### config.mk
export PLATFORM = sky130hd
export DESIGN_NAME = fta_div
export DESIGN_NICKNAME = d
export VERILOG_FILES = /design/src/fta_pkg.sv /design/src/fta_div.sv
export SDC_FILE = /design/constraint.sdc
export NUM_CORES = 1
export LEC_CHECK = 0
export ABC_AREA = 1
export BUFFER_PORTS_ARGS = -buffer_cell sky130_fd_sc_hd__buf_2
export CORE_MARGIN = 2
export CORE_UTILIZATION = 50
export DETAILED_ROUTE_END_ITERATION = 10
export HOLD_SLACK_MARGIN = 0.15
export PLACE_DENSITY = 0.7
export REMOVE_ABC_BUFFERS = 1
export SYNTH_ARGS = -nofsm -noshare
export SYNTH_HDL_FRONTEND = slang
export SYNTH_SLANG_ARGS = --single-unit
### constraint.sdc
create_clock -name clk -period 7.3 [get_ports clk]
set_input_delay 0.73 -clock clk [delete_from_list [all_inputs] [get_ports clk]]
set_output_delay 0.73 -clock clk [all_outputs]
set_load 0.005 [all_outputs]
### src/fta_pkg.sv
`timescale 1ns / 1ps
// ----------------------------------------------------------------------------
// fta_pkg: shared types and constants of the frame timestamp aligner
// Register indexes, sequencer states and fixed time constants.
// ----------------------------------------------------------------------------
package fta_pkg;

  localparam logic [0:0] REG_TRIGGER_ENABLE  = 1'd0;
  localparam logic [0:0] REG_MIN_BASELINE_NS = 1'd1;

  localparam logic [39:0] MIN_BASELINE_RESET = 40'd5000000000;
  localparam logic [29:0] NS_PER_S           = 30'd1000000000;
  localparam logic [19:0] NS_PER_MS          = 20'd1000000;
  localparam logic [3:0]  PTP_MASTER         = 4'd5;
  localparam logic [3:0]  PTP_SLAVE          = 4'd8;
  localparam int unsigned QUEUE_WIDTH        = 256;

  typedef enum logic [3:0] {
    ST_IDLE,
    ST_TRIG,
    ST_HOST,
    ST_CAL_MUL,
    ST_CAL_DIV,
    ST_CAL_END,
    ST_CONV_MUL,
    ST_CONV_DIV,
    ST_CONV_END,
    ST_FRAME_READ,
    ST_DONE
  } state_t;

  typedef struct packed {
    logic         start;
    logic [127:0] dividend;
    logic [63:0]  divisor;
  } div_req_t;

  typedef struct packed {
    logic         done;
    logic [127:0] quotient;
  } div_rsp_t;

endpackage

### src/fta_div.sv
`timescale 1ns / 1ps
// ----------------------------------------------------------------------------
// fta_div: radix-2 128 by 64 unsigned divider
// Restoring shift and subtract, one quotient bit per cycle.
// ----------------------------------------------------------------------------
module fta_div (
  input  logic              clk,
  input  logic              rst,
  input  fta_pkg::div_req_t req,
  output fta_pkg::div_rsp_t rsp
);

  logic [127:0] quo;
  logic [63:0]  rem;
  logic [63:0]  dvs;
  logic [7:0]   cnt;
  logic         run;
  logic         fin;
  logic [64:0]  shifted;
  logic         take;
  logic [63:0]  rem_next;

  always_comb begin
    shifted  = {rem, quo[127]};
    take     = (shifted >= {1'b0, dvs});
    rem_next = take ? 64'(shifted - {1'b0, dvs}) : shifted[63:0];
  end

  always_ff @(posedge clk) begin
    if (rst) begin
      run <= 1'b0;
      cnt <= '0;
      fin <= 1'b0;
    end else begin
      fin <= 1'b0;
      if (req.start) begin
        run <= 1'b1;
        cnt <= '0;
      end else if (run) begin
        cnt <= 8'(cnt + 8'd1);
        if (cnt == 8'd127) begin
          run <= 1'b0;
          fin <= 1'b1;
        end
      end
    end
  end

  always_ff @(posedge clk) begin
    if (req.start) begin
      quo <= req.dividend;
      rem <= '0;
      dvs <= req.divisor;
    end else if (run) begin
      quo <= {quo[126:0], take};
      rem <= rem_next;
    end
  end

  assign rsp = '{done: fin, quotient: quo};

`ifndef SYNTHESIS
  a_done_after_run: assert property (@(posedge clk) disable iff (rst)
    rsp.done |-> $past(run))
    else $error("divider finished while idle");
  a_start_idle: assert property (@(posedge clk) disable iff (rst)
    req.start |=> run)
    else $error("divider did not start");
  a_cnt_idle: assert property (@(posedge clk) disable iff (rst)
    !run && !$past(req.start) |-> !rsp.done || $past(run))
    else $error("done without run");
`endif

endmodule
Yosys cells after proc, flatten, opt, wreduce, memory -nomap -nowiden
Cells that the tools add are included.
- register bits: 266
- input bits: 195
- output and inout bits: 129
- $add $sub $neg: 2
- $lt $le $gt $ge: 1
- equality and inequality tests: 1
- multiplexer cells: 7
- bitwise operators: 1
- reduce and logical (&&, ||, !) cells: 3
- operators with widths (kind ; count):
    $mux 128 ; 2
    $ge 65x64->1 ; 1
    $mux 64 ; 1
    $sub 64x64->64 ; 1
    $add 8x1->8 const B ; 1
    $eq 8x7->1 const B ; 1
    $mux 1 ; 4
    $reduce_or 3->1 ; 1
    $reduce_bool 2->1 ; 1
    $reduce_or 2->1 ; 1
    $not 1->1 ; 1

Logic depth before layout (Yosys ltp)
- word-level depth: 4
- mapped depth: 19
- mapped depth without buffers: 18

Worst setup path before layout
OpenSTA, ideal clock, no wires.
- kind: input-to-reg
- start point: input req[192] (netlist name)
- end point: register quo[0], enable pin
- arrival time: 4.810 ns
- setup slack: 1.947 ns
- stages: 4
- buffers on the path: 2
- cells stage by stage: clkbuf_1 -> nor2_1 -> clkinv_1 -> clkbuf_1
- word-level cells in the longest chain between the ends: 1
- ends and longest elaborated chain (item ; RTL line ; RTL):
    from (decl) ; fta_div.sv:9 ; input fta_pkg::div_req_t req,
    $reduce_bool 2->1 (no source line) ; -- ;
    to (signal assigned) ; fta_div.sv:51 ; quo <= req.dividend;
    to (signal assigned) ; fta_div.sv:55 ; quo <= {quo[126:0], take};
    to (decl) ; fta_div.sv:13 ; logic [127:0] quo;
Every way passes these cells.
A chain may end at the register's enable or synchronous reset.

Worst setup path after layout
- start point: register dvs[40]
- end point: register rem[42]
- word-level cells in the longest chain between the ends: 2
- elaborated cells between the ends (all ways): 3
- those cells by class: add/sub: 1; order compare: 1; mux: 1
- ends and longest elaborated chain (item ; RTL line ; RTL):
    from (decl) ; fta_div.sv:15 ; logic [63:0] dvs;
    from (signal assigned) ; fta_div.sv:53 ; dvs <= req.divisor;
    $sub 64x64->64 / $ge 65x64->1 (equally long branches) ; fta_div.sv:26, fta_div.sv:25 ;
    $mux 64 (*) ; fta_div.sv:26 ; rem_next = take ? 64'(shifted - {1'b0, dvs}) : shifted[63:0];
    to (signal assigned) ; fta_div.sv:56 ; rem <= rem_next;
    to (decl) ; fta_div.sv:14 ; logic [63:0] rem;
Every way passes the cells marked *; elsewhere a longest branch is shown, timed or not.

==> out/metrics.cfg <==
[status]
status=finished, final reports clean

[die]
die_h_um=188.8
die-area_um2=35650
initial_core_util_pct=50.80
die_w_um=188.8
core-area_um2=33620
io_pins=324
std_cell_rows=67

[critical_path]
cp_cell_sequence=inv_1 > ha_1 > nand2_1 > inv_2 > a21oi_2 > nand2_1 > nand2_1 > nand2_1 > nand2_1 > nand2_2 > nor2_4 > buf_4 > nand3b_1 > nand3_1 > nand2_1
r2r.worst_path.cells=15
r2r-start=dvs[40]$_DFFE_PP_
crit_type=flip-flop to flip-flop
rrSetupSlack_ps=4200
regToRegEndpoint=rem[42]$_SDFFE_PP0P_
end_kind=flip-flop
worst-path-max-fanout=65
crit_arrival_ps=3570
cpMostUsedCell=nand2_1
max_stage_delay_ps=640
slowest_stage=buf_4
cp-start-kind=flip-flop
cp_data_required_time_ps=7770

[clock_tree]
clk_path_buf_depth=3
clock_latency_ps=590
ctsResizeCount=0
post_cts_buffers=0
h-tree-depth=1
cts.sinks=266
cts_buffers=30
clk_pin_slew_ps=60
cts_root_buf=clkbuf_16
cts_tree=done
cts_hold_buf=0

[timing]
fin_ws_ps=4201
hold_viol_final=0
period_share_pct=42.45
timing.slew.headroom_pct=33.28
fin_crit_ps=3099
timing.setup.tns_ps=0
rsz0062_at_grt=false
finalSetupViolations=0
drv_slew=0
worstMarginPinSlew_ps=998.4
whs_ps=309.7
clock.fmax_mhz=322.7
clock-skew-final_ps=21.89

[logic_synthesis]
ys.flop_type=edfxtp_1
yosys-top-cells-area=edfxtp_1, nand2_1, inv_1
ys_types=40
syn_avg_cell_area_um2=6.950
ys_warn_count=0
ys_ff_latch=266
yosysMostFrequentCell=nand2_1
synthTopCellsByCount=nand2_1, inv_1, edfxtp_1, nand3_1, nor2_1
synthCells=2457
synth_top_area_share_pct=33.76
yosysSeqAreaShare_pct=42.44
synth_edf_count=192
yosysTopAreaCell=edfxtp_1
async_reset_ff_share_pct=0
syn_area_um2=17080

[finish]
final.fill_count=3322
nNetsFinal=3019
drive_gt1_share_pct=15.13
fin_area_um2=19940
utilization_pct=59.33
area_growth_pct=16.79

[grt]
antenna_found_initial=9
grt_pass1_vias=15760
grt_pass1_wl_um=85950
grt_start_max_net_pins=93
overflow=0
global_route.usage.total_pct=30.89

[min_path]
min_path_type=input port to flip-flop
min_from=req[37]
min_to=dvs[37]$_DFFE_PP_
hold_depth=1

[place]
dp_slack_ps=4179
dp_hpwl_um=43110
gp_congestion=1.025
postPlaceCellArea_um2=18990
port_buffers=323

[detailed_routing]
wl_um=55170
via_per_inst=4.985
drc=0
routedWlPerCell_um=17.06
vias=16120
first_pass_iters=5
dr.first_iter.drc_count=1248
ant_nets=0

[power]
ir_drop_v=0.0001848
static-leakage-power_nw=10.95
power.density_nw_per_um2=187.0

[flow_run]
drv_cap=0

[layer usage]
metal | wire (µm) | up-vias | GRT usage, %
met4 | 2105 | 12 | 10.58
li1 | - | 8144 | -
met1 | 22470 | 7324 | 37.97
met2 | 26310 | 525 | 53.18
met3 | 4217 | 111 | 7.283
met5 | 64 | - | 0
[per-stage QoR]
| step | power, mW | std cells |
|---|---|---|
| after detailed placement | 2.300 | 3174 |
| after global routing | 3.868 | 3233 |
| after floorplan | 2.056 | 2395 |
| after global placement | 2.293 | 3174 |
| final | 3.729 | 3233 |
| after CTS | 3.759 | 3230 |
[final cells by class]
type	count	area, µm²	area share, %
clock buffer	37	807.0	4.046
antenna	3	7.507	0.03764
sequential	266	7247	36.34
inverter	450	1697	8.507
tap	448	560.5	2.811
multi-input combinational	1679	7800	39.11
timing repair buffer	331	1683	8.438
clock inverter	19	142.6	0.7152
[where the power goes]
part / internal [mW] / total (mW) / switching, mW / leakage (nW)
Combinational: 0.174 / 0.470 / 0.297 / 7.95
Clock: 0.821 / 1.46 / 0.639 / 0.462
Sequential: 1.75 / 1.80 / 0.0505 / 2.54
Total: 2.74 / 3.73 / 0.986 / 10.9
[cells by family (layout without fill, tap and decap cells)]
| kind of cell | after synthesis | in the layout | share of synthesized area, % |
|---|---|---|---|
| AND/OR/NAND/NOR | 1468 | 1468 | 35.54 |
| buffers and inverters | 512 | 837 | 11.94 |
| flip-flops | 266 | 266 | 42.44 |
| AO/OA/AOI/OAI | 114 | 114 | 3.605 |
| adder cells (fa/ha/maj) | 66 | 66 | 4.880 |
| XOR/XNOR | 31 | 31 | 1.590 |
| other | 0 | 3 | 0 |
[sequential cells by signal, summed over array words and instances (netlist names)]
register  cells
quo         128
dvs          64
rem          64
cnt           8
fin           1
run           1
[critical path, delay by kind of cell, from the launching register on]
kind	cells	cell delay, ps
DFF	1	320
buffers and inverters	3	730
adders and majority gates	1	340
and+or+nand+nor	10	1210
AOI/OAI and AO/OA	1	240
[layout by cell type (no fill, tap or decap), types with 3 or more instances in the layout]
master     instances
a21oi_1           52
and2_1             4
buf_2            322
buf_4              8
clkbuf_1           4
clkbuf_16         30
clkbuf_8           3
clkinv_1          11
clkinv_2           4
dfxtp_1           74
diode_2            3
edfxtp_1         192
ha_1              65
inv_1            443
inv_2              4
inv_6              3
nand2_1         1103
nand2_2           15
nand3_1          142
nand3_2            6
nand3b_1          35
nand4_1           18
nor2_1           101
nor2_2             9
nor2_4             7
nor3_1            21
o21ai_0           27
o21ai_1           17
o21bai_1          12
xnor2_1           28
xor2_1             3
[worst max path at each step]
stage	from	end	slack (ps)	cells after the start
finish	dvs[40]$_DFFE_PP_	rem[42]$_SDFFE_PP0P_	4200	15
floorplan	req[192]	quo[0]$_DFFE_PP_	820	2
detailed placement	req[192]	quo[126]$_DFFE_PP_	4180	4
global placement	req[192]	quo[127]$_DFFE_PP_	4220	4
global route	dvs[7]$_DFFE_PP_	rem[12]$_SDFFE_PP0P_	4000	17
CTS	dvs[7]$_DFFE_PP_	rem[42]$_SDFFE_PP0P_	4250	17
(Power assumes the default switching activity.)
