[config.mk]
export PLATFORM = sky130hd
export DESIGN_NAME = fta_ram
export DESIGN_NICKNAME = d
export VERILOG_FILES = /design/src/fta_ram.sv
export SDC_FILE = /design/constraint.sdc
export NUM_CORES = 1
export LEC_CHECK = 0
export ABC_AREA = 1
export BUFFER_PORTS_ARGS = -buffer_cell sky130_fd_sc_hd__buf_2
export CAP_MARGIN = 20
export CORE_AREA = 2 2 103 105
export CTS_CLUSTER_SIZE = 40
export DETAILED_ROUTE_END_ITERATION = 12
export DIE_AREA = 0 0 105 107
export GPL_TIMING_DRIVEN = 0
export PLACE_DENSITY = 0.75
export SYNTH_ARGS = -nofsm -noshare
export SYNTH_HDL_FRONTEND = slang
export SYNTH_SLANG_ARGS = --single-unit
[constraint.sdc]
create_clock -name clk -period 1.3 [get_ports clk]
set_input_delay 0.13 -clock clk [delete_from_list [all_inputs] [get_ports clk]]
set_output_delay 0.13 -clock clk [all_outputs]
set_load 0.005 [all_outputs]
[src/fta_ram.sv]
`timescale 1ns / 1ps
// ----------------------------------------------------------------------------
// fta_ram: generic simple dual-port synchronous RAM
// One write port and one read port, read data registered.
// ----------------------------------------------------------------------------
module fta_ram #(
  parameter int WIDTH = 8,
  parameter int DEPTH = 16
) (
  input  logic                     clk,
  input  logic                     we,
  input  logic [$clog2(DEPTH)-1:0] waddr,
  input  logic [WIDTH-1:0]         wdata,
  input  logic [$clog2(DEPTH)-1:0] raddr,
  output logic [WIDTH-1:0]         rdata
);

  logic [WIDTH-1:0] mem [DEPTH];

  always_ff @(posedge clk) begin
    if (we) begin
      mem[waddr] <= wdata;
    end
    rdata <= mem[raddr];
  end

endmodule

After elaboration in Yosys (flattened, before gate mapping)
Memories as Yosys holds them, arrays and structs flattened. A register that Yosys moved wholly into a read port is not among the register bits.
Cells that the tools add are included.
{ "op_classes": {"n_mux": 2} }
{ "ops": {"columns": ["op", "n"], "rows": [
  ["$mux 1", 2]
]} }
{ "word_totals": {"ramBits": 128, "wordCells": 3, "register_bits": 0, "inputBits": 18, "mem_count": 1} }
{ "memory_table": {"columns": ["name", "words", "width", "rd", "rd_clocked_by_memory_dff", "wr", "line", "source"], "rows": [
  ["mem", 16, 8, 1, 1, 1, "18", "logic [WIDTH-1:0] mem [DEPTH];"]
]} }

Longest topological paths before layout
Gate-level depths: netlist of the first run.
{ "depth": {"word_depth": 2, "depth_mapped": 8, "mapped_depth_nobuf": 7} }

Worst setup path before layout of the first run
OpenSTA, ideal clock, no wires.
{ "synth_timing": {"kind": "input port to flip-flop", "from": "input port waddr[2]", "to": "memory mem[10][0], enable pin", "path_stages": 2, "setup_slack_ns": 0.219, "arrival_time_ns": 0.711, "path_cell_list": "nand3b_1 -> nor2_1"} }
{ "synth_lines": {"columns": ["item", "line", "source"], "rows": [
  ["start: declaration", "12", "input logic [$clog2(DEPTH)-1:0] waddr,"],
  ["end: declaration", "18", null]
]} }
Straight into the memory's write port.

Final worst setup path of the first run
{ "layout_timing": {"from": "register rdata[5], read port of mem", "to": "output port rdata[5]"} }
{ "layout_lines": {"columns": ["item", "line", "source"], "rows": [
  ["start: declaration", "15", "output logic [WIDTH-1:0] rdata"]
]} }
No word-level cell between the ends.

==> impl_metrics.env, run 1 <==
export IMPL_rr_worst_depth=6
export IMPL_p_leak_nw=2.91
export IMPL_drt_antenna_violating_nets=0
export IMPL_placedCellCount=709
export IMPL_setup_ws_ns=0.222
export IMPL_viasPerCell=5.21
export IMPL_critPathBufInv=1
export IMPL_synth_simple_area_share_pct=21.0
export IMPL_grt_max_degree=17
export IMPL_startpoint="rdata[5]"
export IMPL_hold_viol=0
export IMPL_grt_pass1_vias=3722
export IMPL_maxSlewViolCount=0
export IMPL_fillCellCount=803
export IMPL_area_delta_synth_final_pct=15.4
export IMPL_grt_first_pass_wirelength_um=20500
export IMPL_drive_above_1_share_pct=12.6
export IMPL_grt_use_met1_pct=36.5
export IMPL_crit_chain="buf_2"
export IMPL_vias=3857
export IMPL_outcome="completed"
export IMPL_synthXorXnorAreaFrac_pct=0
export IMPL_syn_area_per_cell_um2=10.5
export IMPL_critPathCaptureType="output pin"
export IMPL_finalSetupViolations=0
export IMPL_core_um2=10100
export IMPL_critPathKind="register to output pin"
export IMPL_final_core_util_pct=65.9
export IMPL_die_width_um=105
export IMPL_fmax_mhz=928
export IMPL_dp_hpwl_um=8870
export IMPL_grt_busiest_layer="met2"
export IMPL_clk_pin_slew_ns=0.06
export IMPL_max_cap_viol_count=0
export IMPL_cts_buffer_depth=2
export IMPL_rsz0062_at_grt="no"
export IMPL_ys_seq_elements=136
export IMPL_worst_ir_drop_vdd_mv=1.05
export IMPL_post_route_min_period_ns=1.08
export IMPL_clock_sinks=136
export IMPL_rr_startpoint="mem[9][1]"
export IMPL_cts_resized=0
export IMPL_io_buffer_count=22
export IMPL_setup_tns_ns=0
export IMPL_stdcell_area_um2=6650
export IMPL_max_slew_margin_rel_pct=38.7
export IMPL_antenna_found_initial=0
export IMPL_ys_warn_count=0
export IMPL_clock_root_buffer="clkbuf_8"
export IMPL_seq_area_frac_synth_pct=69.4
export IMPL_grt_use_met2_pct=38.4
export IMPL_drcViolationCount=0
export IMPL_synth_top_family_by_area="simple AND/OR/NAND/NOR gates"
export IMPL_die_h_um=107
export IMPL_drt_initial_drc_count=460
export IMPL_synth_cell_types=12
export IMPL_yosys_area_top_type="edfxtp_1"
export IMPL_slowest_stage="dfxtp_1"
export IMPL_drtPass1Iterations=6
export IMPL_cts_tree="done"
export IMPL_finalClockSkew_ns=0.0100
export IMPL_hold_path_class="input port to register"
export IMPL_hold_path_depth=4
export IMPL_cp_slowest_stage_delay_ns=0.30
export IMPL_crit_fanout=1
export IMPL_use_met3_pct=6.02
export IMPL_p_per_area_nw_per_um2=1570
export IMPL_insertion_delay_ns=0.53
export IMPL_synth_area_mux_share_pct=0
export IMPL_rows=37
export IMPL_syn_instance_count=551
export IMPL_stdcell_count=741
export IMPL_diodes=0
export IMPL_rrSetupSlack_ns=0.27
export IMPL_start_kind="register"
export IMPL_synthTopCellsByArea="edfxtp_1, nand2_1, nand3_1"
export IMPL_synth_compound_area_share_pct=0
export IMPL_routed_wl_um=13500
export IMPL_crit_family="flip-flops"
export IMPL_synth_top_area_share_pct=66.7
export IMPL_whs_ns=0.0150
export IMPL_multi_input_area_um2=1210
export IMPL_grt_ovfl_total=0
export IMPL_worst_slew_pin_slew_ns=0.917
export IMPL_cts_max_level=4
export IMPL_finalNetCount=610
export IMPL_syn_num_nets=569
export IMPL_cts_hold_buf=0
export IMPL_cp_endpoint="rdata[5]"
export IMPL_gp_congestion=0.890
export IMPL_wire_per_inst_um=18.3
export IMPL_pin_count=26
export IMPL_r2r_end="rdata[1]"
export IMPL_synthAdderAreaFrac_pct=0
export IMPL_place_ws_ns=-0.310
export IMPL_critical_path_required_ns=1.17
export IMPL_grtUsageTotal_pct=25.4
export IMPL_worstPathArrival_ns=0.95
export IMPL_cts_buffers=17
export IMPL_die_area_um2=11200
export IMPL_seq_area_um2=4000
export IMPL_placed_cell_area_um2=6050
export IMPL_synth_area_um2=5770
export IMPL_post_cts_buffers=0
export IMPL_crit_cells=1
export IMPL_total_power_mw=10.5
export IMPL_start_util_pct=57.1
export IMPL_final_cell_mix="nand2_1, edfxtp_1, inv_1"
export IMPL_holdCritStartpoint="raddr[2]"
export IMPL_layout_commonest_cell="nand2_1"
export IMPL_timing_final_crit_share_pct=82.9
[cell usage after synthesis (all sizes together)]
cell type,instances
nand2,173
edfxtp,128
inv,102
nand3,97
buf,24
nor2,17
dfxtp,8
nand3b,2
[sequential cells by signal, indices dropped and copies added (netlist names)]
register,flops
mem,128
rdata,8
[how the worst min path moves through the flow]
| stage | to | slack (ns) |
|---|---|---|
| after detailed placement | rdata[3] | 0.51 |
| after CTS | mem[3][4] | 0.007 |
| after global routing | mem[3][4] | 0.01 |
| after floorplan | mem[0][0] | 0.23 |
| after global placement | rdata[6] | 0.51 |
| final | rdata[5] | 0.02 |
[cells by family after synthesis]
family | after synthesis
and+or+nand+nor | 289
DFF | 136
buffers and inverters | 126
[area by class of cell]
cell class                      instances  share of cell area, %
Sequential cell                       136                   60.2
Clock inverter                         10                   2.29
Multi-Input combinational cell        289                   18.2
Inverter                              102                   5.76
Buffer                                 24                   2.50
Timing Repair Buffer                   22                   1.66
Tap cell                              136                   2.56
Clock buffer                           22                   6.81
[per-layer routing]
metal | wire [um] | share of wire [%]
met2 | 6120 | 45
met1 | 5830 | 43
met3 | 1300 | 9.6
met5 | 0 | 0
met4 | 306 | 2.3
[power breakdown]
part	internal [mW]	switching (mW)	leakage, nW
Sequential	4.90	0.0252	1.22
Clock	3.20	1.69	0.299
Combinational	0.188	0.443	1.39
Power figures use the tool's default switching activity.
==> inputs of run 2 (changes only) <==
clock period = 1 ns   (was 1.3 ns; I/O delays follow)
==> impl_metrics.env, run 2 (same netlist as run 1, synthesis figures left out) <==
export IMPL_final_cell_mix="nand2_1, edfxtp_1, inv_1"
export IMPL_min_to="mem[11][3]"
export IMPL_drtPass1Iterations=5
export IMPL_hold_viol=0
export IMPL_die_h_um=107
export IMPL_worst_ir_drop_vdd_mv=1.62
export IMPL_crit_fanout=8
export IMPL_io_buffer_count=22
export IMPL_timing_final_crit_share_pct=106
export IMPL_routed_wl_um=14400
export IMPL_area_delta_synth_final_pct=22.8
export IMPL_insertion_delay_ns=0.53
export IMPL_cts_max_level=4
export IMPL_hold_path_depth=1
export IMPL_grt_first_pass_wirelength_um=22000
export IMPL_largest_registers="mem: 128 flops, rdata: 8 flops"
export IMPL_setup_tns_ns=-1.04
export IMPL_clock_root_buffer="clkbuf_8"
export IMPL_top_register="mem"
export IMPL_vias=4119
export IMPL_drive_above_1_share_pct=22.9
export IMPL_placedCellCount=709
export IMPL_dp_hpwl_um=8680
export IMPL_rsz0062_at_grt="yes"
export IMPL_layout_commonest_cell="nand2_1"
export IMPL_rrSetupSlack_ns=0.01
export IMPL_cts_tree="done"
export IMPL_critical_path_required_ns=1.16
export IMPL_die_area_um2=11200
export IMPL_p_leak_nw=3.06
export IMPL_viasPerCell=5.48
export IMPL_max_cap_viol_count=0
export IMPL_r2r_end="rdata[2]"
export IMPL_pin_count=26
export IMPL_grt_pass1_vias=4018
export IMPL_drt_antenna_violating_nets=0
export IMPL_fmax_mhz=941
export IMPL_violations="setup timing"
export IMPL_rows=37
export IMPL_maxSlewViolCount=0
export IMPL_grtUsageTotal_pct=27.4
export IMPL_cp_slowest_stage_delay_ns=0.67
export IMPL_cts_buffer_depth=2
export IMPL_rr_startpoint="mem[5][2]"
export IMPL_gp_congestion=0.924
export IMPL_placed_cell_area_um2=6050
export IMPL_post_route_min_period_ns=1.06
export IMPL_max_slew_margin_rel_pct=49.6
export IMPL_clock_sinks=136
export IMPL_worstPathArrival_ns=1.22
export IMPL_slowest_stage="nor2_1"
export IMPL_critPathKind="input port to register"
export IMPL_wire_per_inst_um=19.2
export IMPL_clk_pin_slew_ns=0.06
export IMPL_grt_ovfl_total=0
export IMPL_grt_max_degree=17
export IMPL_total_power_mw=14.4
export IMPL_worst_slew_pin_slew_ns=0.753
export IMPL_drcViolationCount=0
export IMPL_start_kind="input port"
export IMPL_core_um2=10100
export IMPL_holdCritStartpoint="wdata[3]"
export IMPL_stdcell_count=751
export IMPL_outcome="finished with violations"
export IMPL_setup_ws_ns=-0.0632
export IMPL_die_width_um=105
export IMPL_hold_path_class="input port to register"
export IMPL_crit_chain="buf_2 > nand3b_1 > nor2_1"
export IMPL_start_util_pct=57.1
export IMPL_rr_worst_depth=6
export IMPL_critPathBufInv=1
export IMPL_crit_family="simple AND/OR/NAND/NOR gates"
export IMPL_p_per_area_nw_per_um2=2030
export IMPL_critPathCaptureType="register"
export IMPL_antenna_found_initial=0
export IMPL_finalSetupViolations=24
export IMPL_cts_buffers=17
export IMPL_largest_reg_flops=128
export IMPL_crit_cells=3
export IMPL_finalNetCount=620
export IMPL_drt_initial_drc_count=418
export IMPL_stdcell_area_um2=7080
export IMPL_finalClockSkew_ns=0.00456
export IMPL_diodes=0
run 2: changes by cell type in the layout (fill, tap and decap cells not counted), sizes merged:
cell / previous run / this run
bufinv: 4 / 6
clkinvlp: 1 / 2
clkbuf: 22 / 17
inv: 102 / 104
dlygate4sd3: 0 / 10
run 2: final cells by class:
| class | count | area (um2) |
|---|---|---|
| Fill cell | 746 | 3010 |
| Multi-Input combinational cell | 289 | 1470 |
| Inverter | 102 | 383 |
| Sequential cell | 136 | 4010 |
| Clock buffer | 17 | 414 |
| Timing Repair Buffer | 32 | 216 |
| Buffer | 24 | 166 |
| Tap cell | 136 | 170 |
| Clock inverter | 15 | 249 |
run 2: worst reg2reg max path, stage by stage, from the launching register on:
cell	delay, ns
edfxtp_1	0.37
inv_1	0.06
nand2_1	0.07
nand3_2	0.11
nand3_2	0.10
nand3_4	0.12
nand2_2	0.06
run 2: power breakdown:
| part | leakage (nW) | internal [mW] | switching [mW] | total [mW] |
|---|---|---|---|---|
| combinational | 1.52 | 0.309 | 0.667 | 0.976 |
| sequential | 1.22 | 6.37 | 0.0339 | 6.41 |
| clock | 0.319 | 4.57 | 2.41 | 6.97 |
run 2: timing repair:
action                     4_1_cts  5_1_grt
hold endpoints to repair        60        0
pin swaps                        0       21
setup endpoints to repair       34       56
resized for setup                6       55
hold buffers                    10        0
setup buffers                    0        0
run 2: worst max path at each step:
stage / from / to / slack [ns]
final: waddr[3] / mem[5][2] / -0.06
after global routing: rdata[3] / rdata[3] / -0.08
after CTS: rdata[1] / rdata[1] / -0.07
after detailed placement: waddr[3] / mem[7][2] / -0.62
after global placement: waddr[3] / mem[7][2] / -0.56
after floorplan: waddr[2] / mem[10][0] / -0.05
run 2: per-layer routing:
metal	wire (um)	global-route usage, %	vias up	part of all wire [%]
li1	-	-	1882	-
met1	5970	36.9	1954	41
met2	6650	41.8	236	46
met3	1210	6.02	47	8.4
met4	572	15.4	0	4.0
met5	0	0	-	0
run 2: stage by stage:
stage | hold slack, ns | setup WS (ns) | utilization [%]
6_report | 0.0161 | -0.0632 | 70.1
5_1_grt | 0.0129 | -0.0806 | 70.1
4_1_cts | 0.00116 | -0.0713 | 67.8
3_5_place_dp | 0.477 | -0.620 | 60.0
3_3_place_gp | 0.478 | -0.563 | 60.0
2_1_floorplan | 0.199 | -0.0508 | -
==> inputs of run 3 (changes only) <==
CAP_MARGIN = 30   (was 20)
HOLD_SLACK_MARGIN = 0.15   (was unset)
PLACE_DENSITY = 0.76   (was 0.75)
==> impl_metrics.env, run 3 (same netlist as run 1, synthesis figures left out) <==
export IMPL_rsz0062_at_grt="yes"
export IMPL_worst_slew_pin_slew_ns=0.824
export IMPL_violations="setup timing"
export IMPL_insertion_delay_ns=0.52
export IMPL_drcViolationCount=0
export IMPL_p_per_area_nw_per_um2=1890
export IMPL_critical_path_required_ns=1.14
export IMPL_rrSetupSlack_ns=-0.01
export IMPL_layout_commonest_cell="nand2_1"
export IMPL_antenna_found_initial=0
export IMPL_power_share_clock_pct=44.3
export IMPL_finalSetupViolations=17
export IMPL_max_cap_viol_count=0
export IMPL_outcome="finished with violations"
export IMPL_net_switching_power_mw=2.86
export IMPL_wire_per_inst_um=18.5
export IMPL_hold_path_class="input port to register"
export IMPL_combPwrFrac_pct=7.2
export IMPL_critPathCaptureType="register"
export IMPL_cts_buffer_depth=2
export IMPL_gp_congestion=0.892
export IMPL_drtPass1Iterations=5
export IMPL_drt_antenna_violating_nets=0
export IMPL_start_kind="input port"
export IMPL_stdcell_count=757
export IMPL_grtUsageTotal_pct=26.5
export IMPL_die_h_um=107
export IMPL_placedCellCount=709
export IMPL_place_ws_ns=-0.626
export IMPL_fillCellCount=683
export IMPL_fmax_mhz=947
export IMPL_die_area_um2=11200
export IMPL_clk_pin_slew_ns=0.06
export IMPL_min_to="rdata[2]"
export IMPL_cts_tree="done"
export IMPL_io_buffer_count=22
export IMPL_grt_first_pass_wirelength_um=21600
export IMPL_grt_max_degree=17
export IMPL_maxSlewViolCount=0
export IMPL_seq_area_um2=4010
export IMPL_finalNetCount=626
export IMPL_hold_path_depth=6
export IMPL_p_sw_share_pct=21.6
export IMPL_diodes=0
export IMPL_largest_reg_flops=128
export IMPL_grt_pass1_vias=4051
export IMPL_worstPathArrival_ns=1.20
export IMPL_area_delta_synth_final_pct=21.2
export IMPL_clock_root_buffer="clkbuf_8"
export IMPL_post_route_min_period_ns=1.06
export IMPL_drive_above_1_share_pct=20.8
export IMPL_core_um2=10100
export IMPL_crit_fanout=8
export IMPL_grt_ovfl_total=0
export IMPL_p_leak_nw=3.03
export IMPL_multi_input_area_um2=1420
export IMPL_hold_viol=0
export IMPL_cts_buffers=17
export IMPL_clock_sinks=136
export IMPL_setup_ws_ns=-0.0561
export IMPL_finalClockSkew_ns=0.00445
export IMPL_final_cell_mix="nand2_1, edfxtp_1, inv_1"
export IMPL_drt_initial_drc_count=519
export IMPL_post_cts_buffers=0
export IMPL_viasPerCell=5.43
export IMPL_rows=37
export IMPL_start_util_pct=57.1
export IMPL_pin_count=26
export IMPL_r2r_end="rdata[2]"
export IMPL_routed_wl_um=14000
export IMPL_timing_final_crit_share_pct=106
export IMPL_die_width_um=105
export IMPL_dp_hpwl_um=8560
export IMPL_cellInternalPower_mw=10.4
export IMPL_top_register="mem"
export IMPL_max_slew_margin_rel_pct=44.9
export IMPL_rr_worst_depth=6
export IMPL_cts_max_level=4
export IMPL_worst_ir_drop_vdd_mv=1.55
export IMPL_power_frac_seq_pct=48.4
export IMPL_holdCritStartpoint="raddr[1]"
export IMPL_critPathKind="input port to register"
export IMPL_setup_tns_ns=-0.643
export IMPL_whs_ns=0.160
export IMPL_rr_startpoint="mem[2][2]"
export IMPL_largest_registers="mem: 128 flops, rdata: 8 flops"
export IMPL_vias=4108
## run 3: worst max-delay path by stage
| stage | start | endpoint | slack [ns] |
|---|---|---|---|
| after global routing | rdata[2] | rdata[2] | -0.07 |
| after floorplan | waddr[2] | mem[10][0] | -0.05 |
| after CTS | rdata[0] | rdata[0] | -0.05 |
| after global placement | waddr[3] | mem[7][2] | -0.55 |
| after detailed placement | waddr[3] | mem[7][0] | -0.63 |
| final | waddr[3] | mem[6][0] | -0.06 |
## run 3: timing repair
item                                    in CTS  in global routing
hold endpoints to repair                   136                  0
hold buffers                                16                  0
endpoints found under the setup margin      21                 72
pin swaps                                    0                 22
resized for setup                            7                 44
## run 3: critical path, stage by stage
cell and delay [ns]:
buf_2 0.11, nand3b_1 0.28, nor2_1 0.70
## run 3: stage by stage
stage / util, % / cell area (um2) / power, mW
floorplan: - / 5770 / 6.98
global placement: 60.0 / 6050 / 7.29
detailed placement: 60.0 / 6050 / 7.32
CTS: 67.5 / 6810 / 13.2
global route: 69.3 / 6990 / 13.6
finish: 69.3 / 6990 / 13.2
## run 3: area by class of cell
class,instances,area share [%]
Multi-Input combinational cell,289,20.3
Tap cell,136,2.43
Inverter,102,5.48
Clock buffer,25,7.21
Clock inverter,7,0.931
Timing Repair Buffer,38,3.96
Sequential cell,136,57.3
Buffer,24,2.42
## run 3: power by group through the flow
stage | Sequential, mW | Clock, mW | Combinational, mW
after global routing | 6.42 | 6.11 | 1.03
after floorplan | 6.53 | 0 | 0.452
after detailed placement | 6.52 | 0 | 0.799
after global placement | 6.52 | 0 | 0.772
after CTS | 6.41 | 5.88 | 0.869
final | 6.41 | 5.86 | 0.957
## run 3: routing by layer
metal / vias to the layer above / routed length (um) / track usage (%)
met5: - / 0 / 0
met1: 1886 / 5350 / 35.5
met3: 56 / 1510 / 6.32
li1: 1889 / - / -
met4: 0 / 625 / 15.7
met2: 277 / 6480 / 39.7
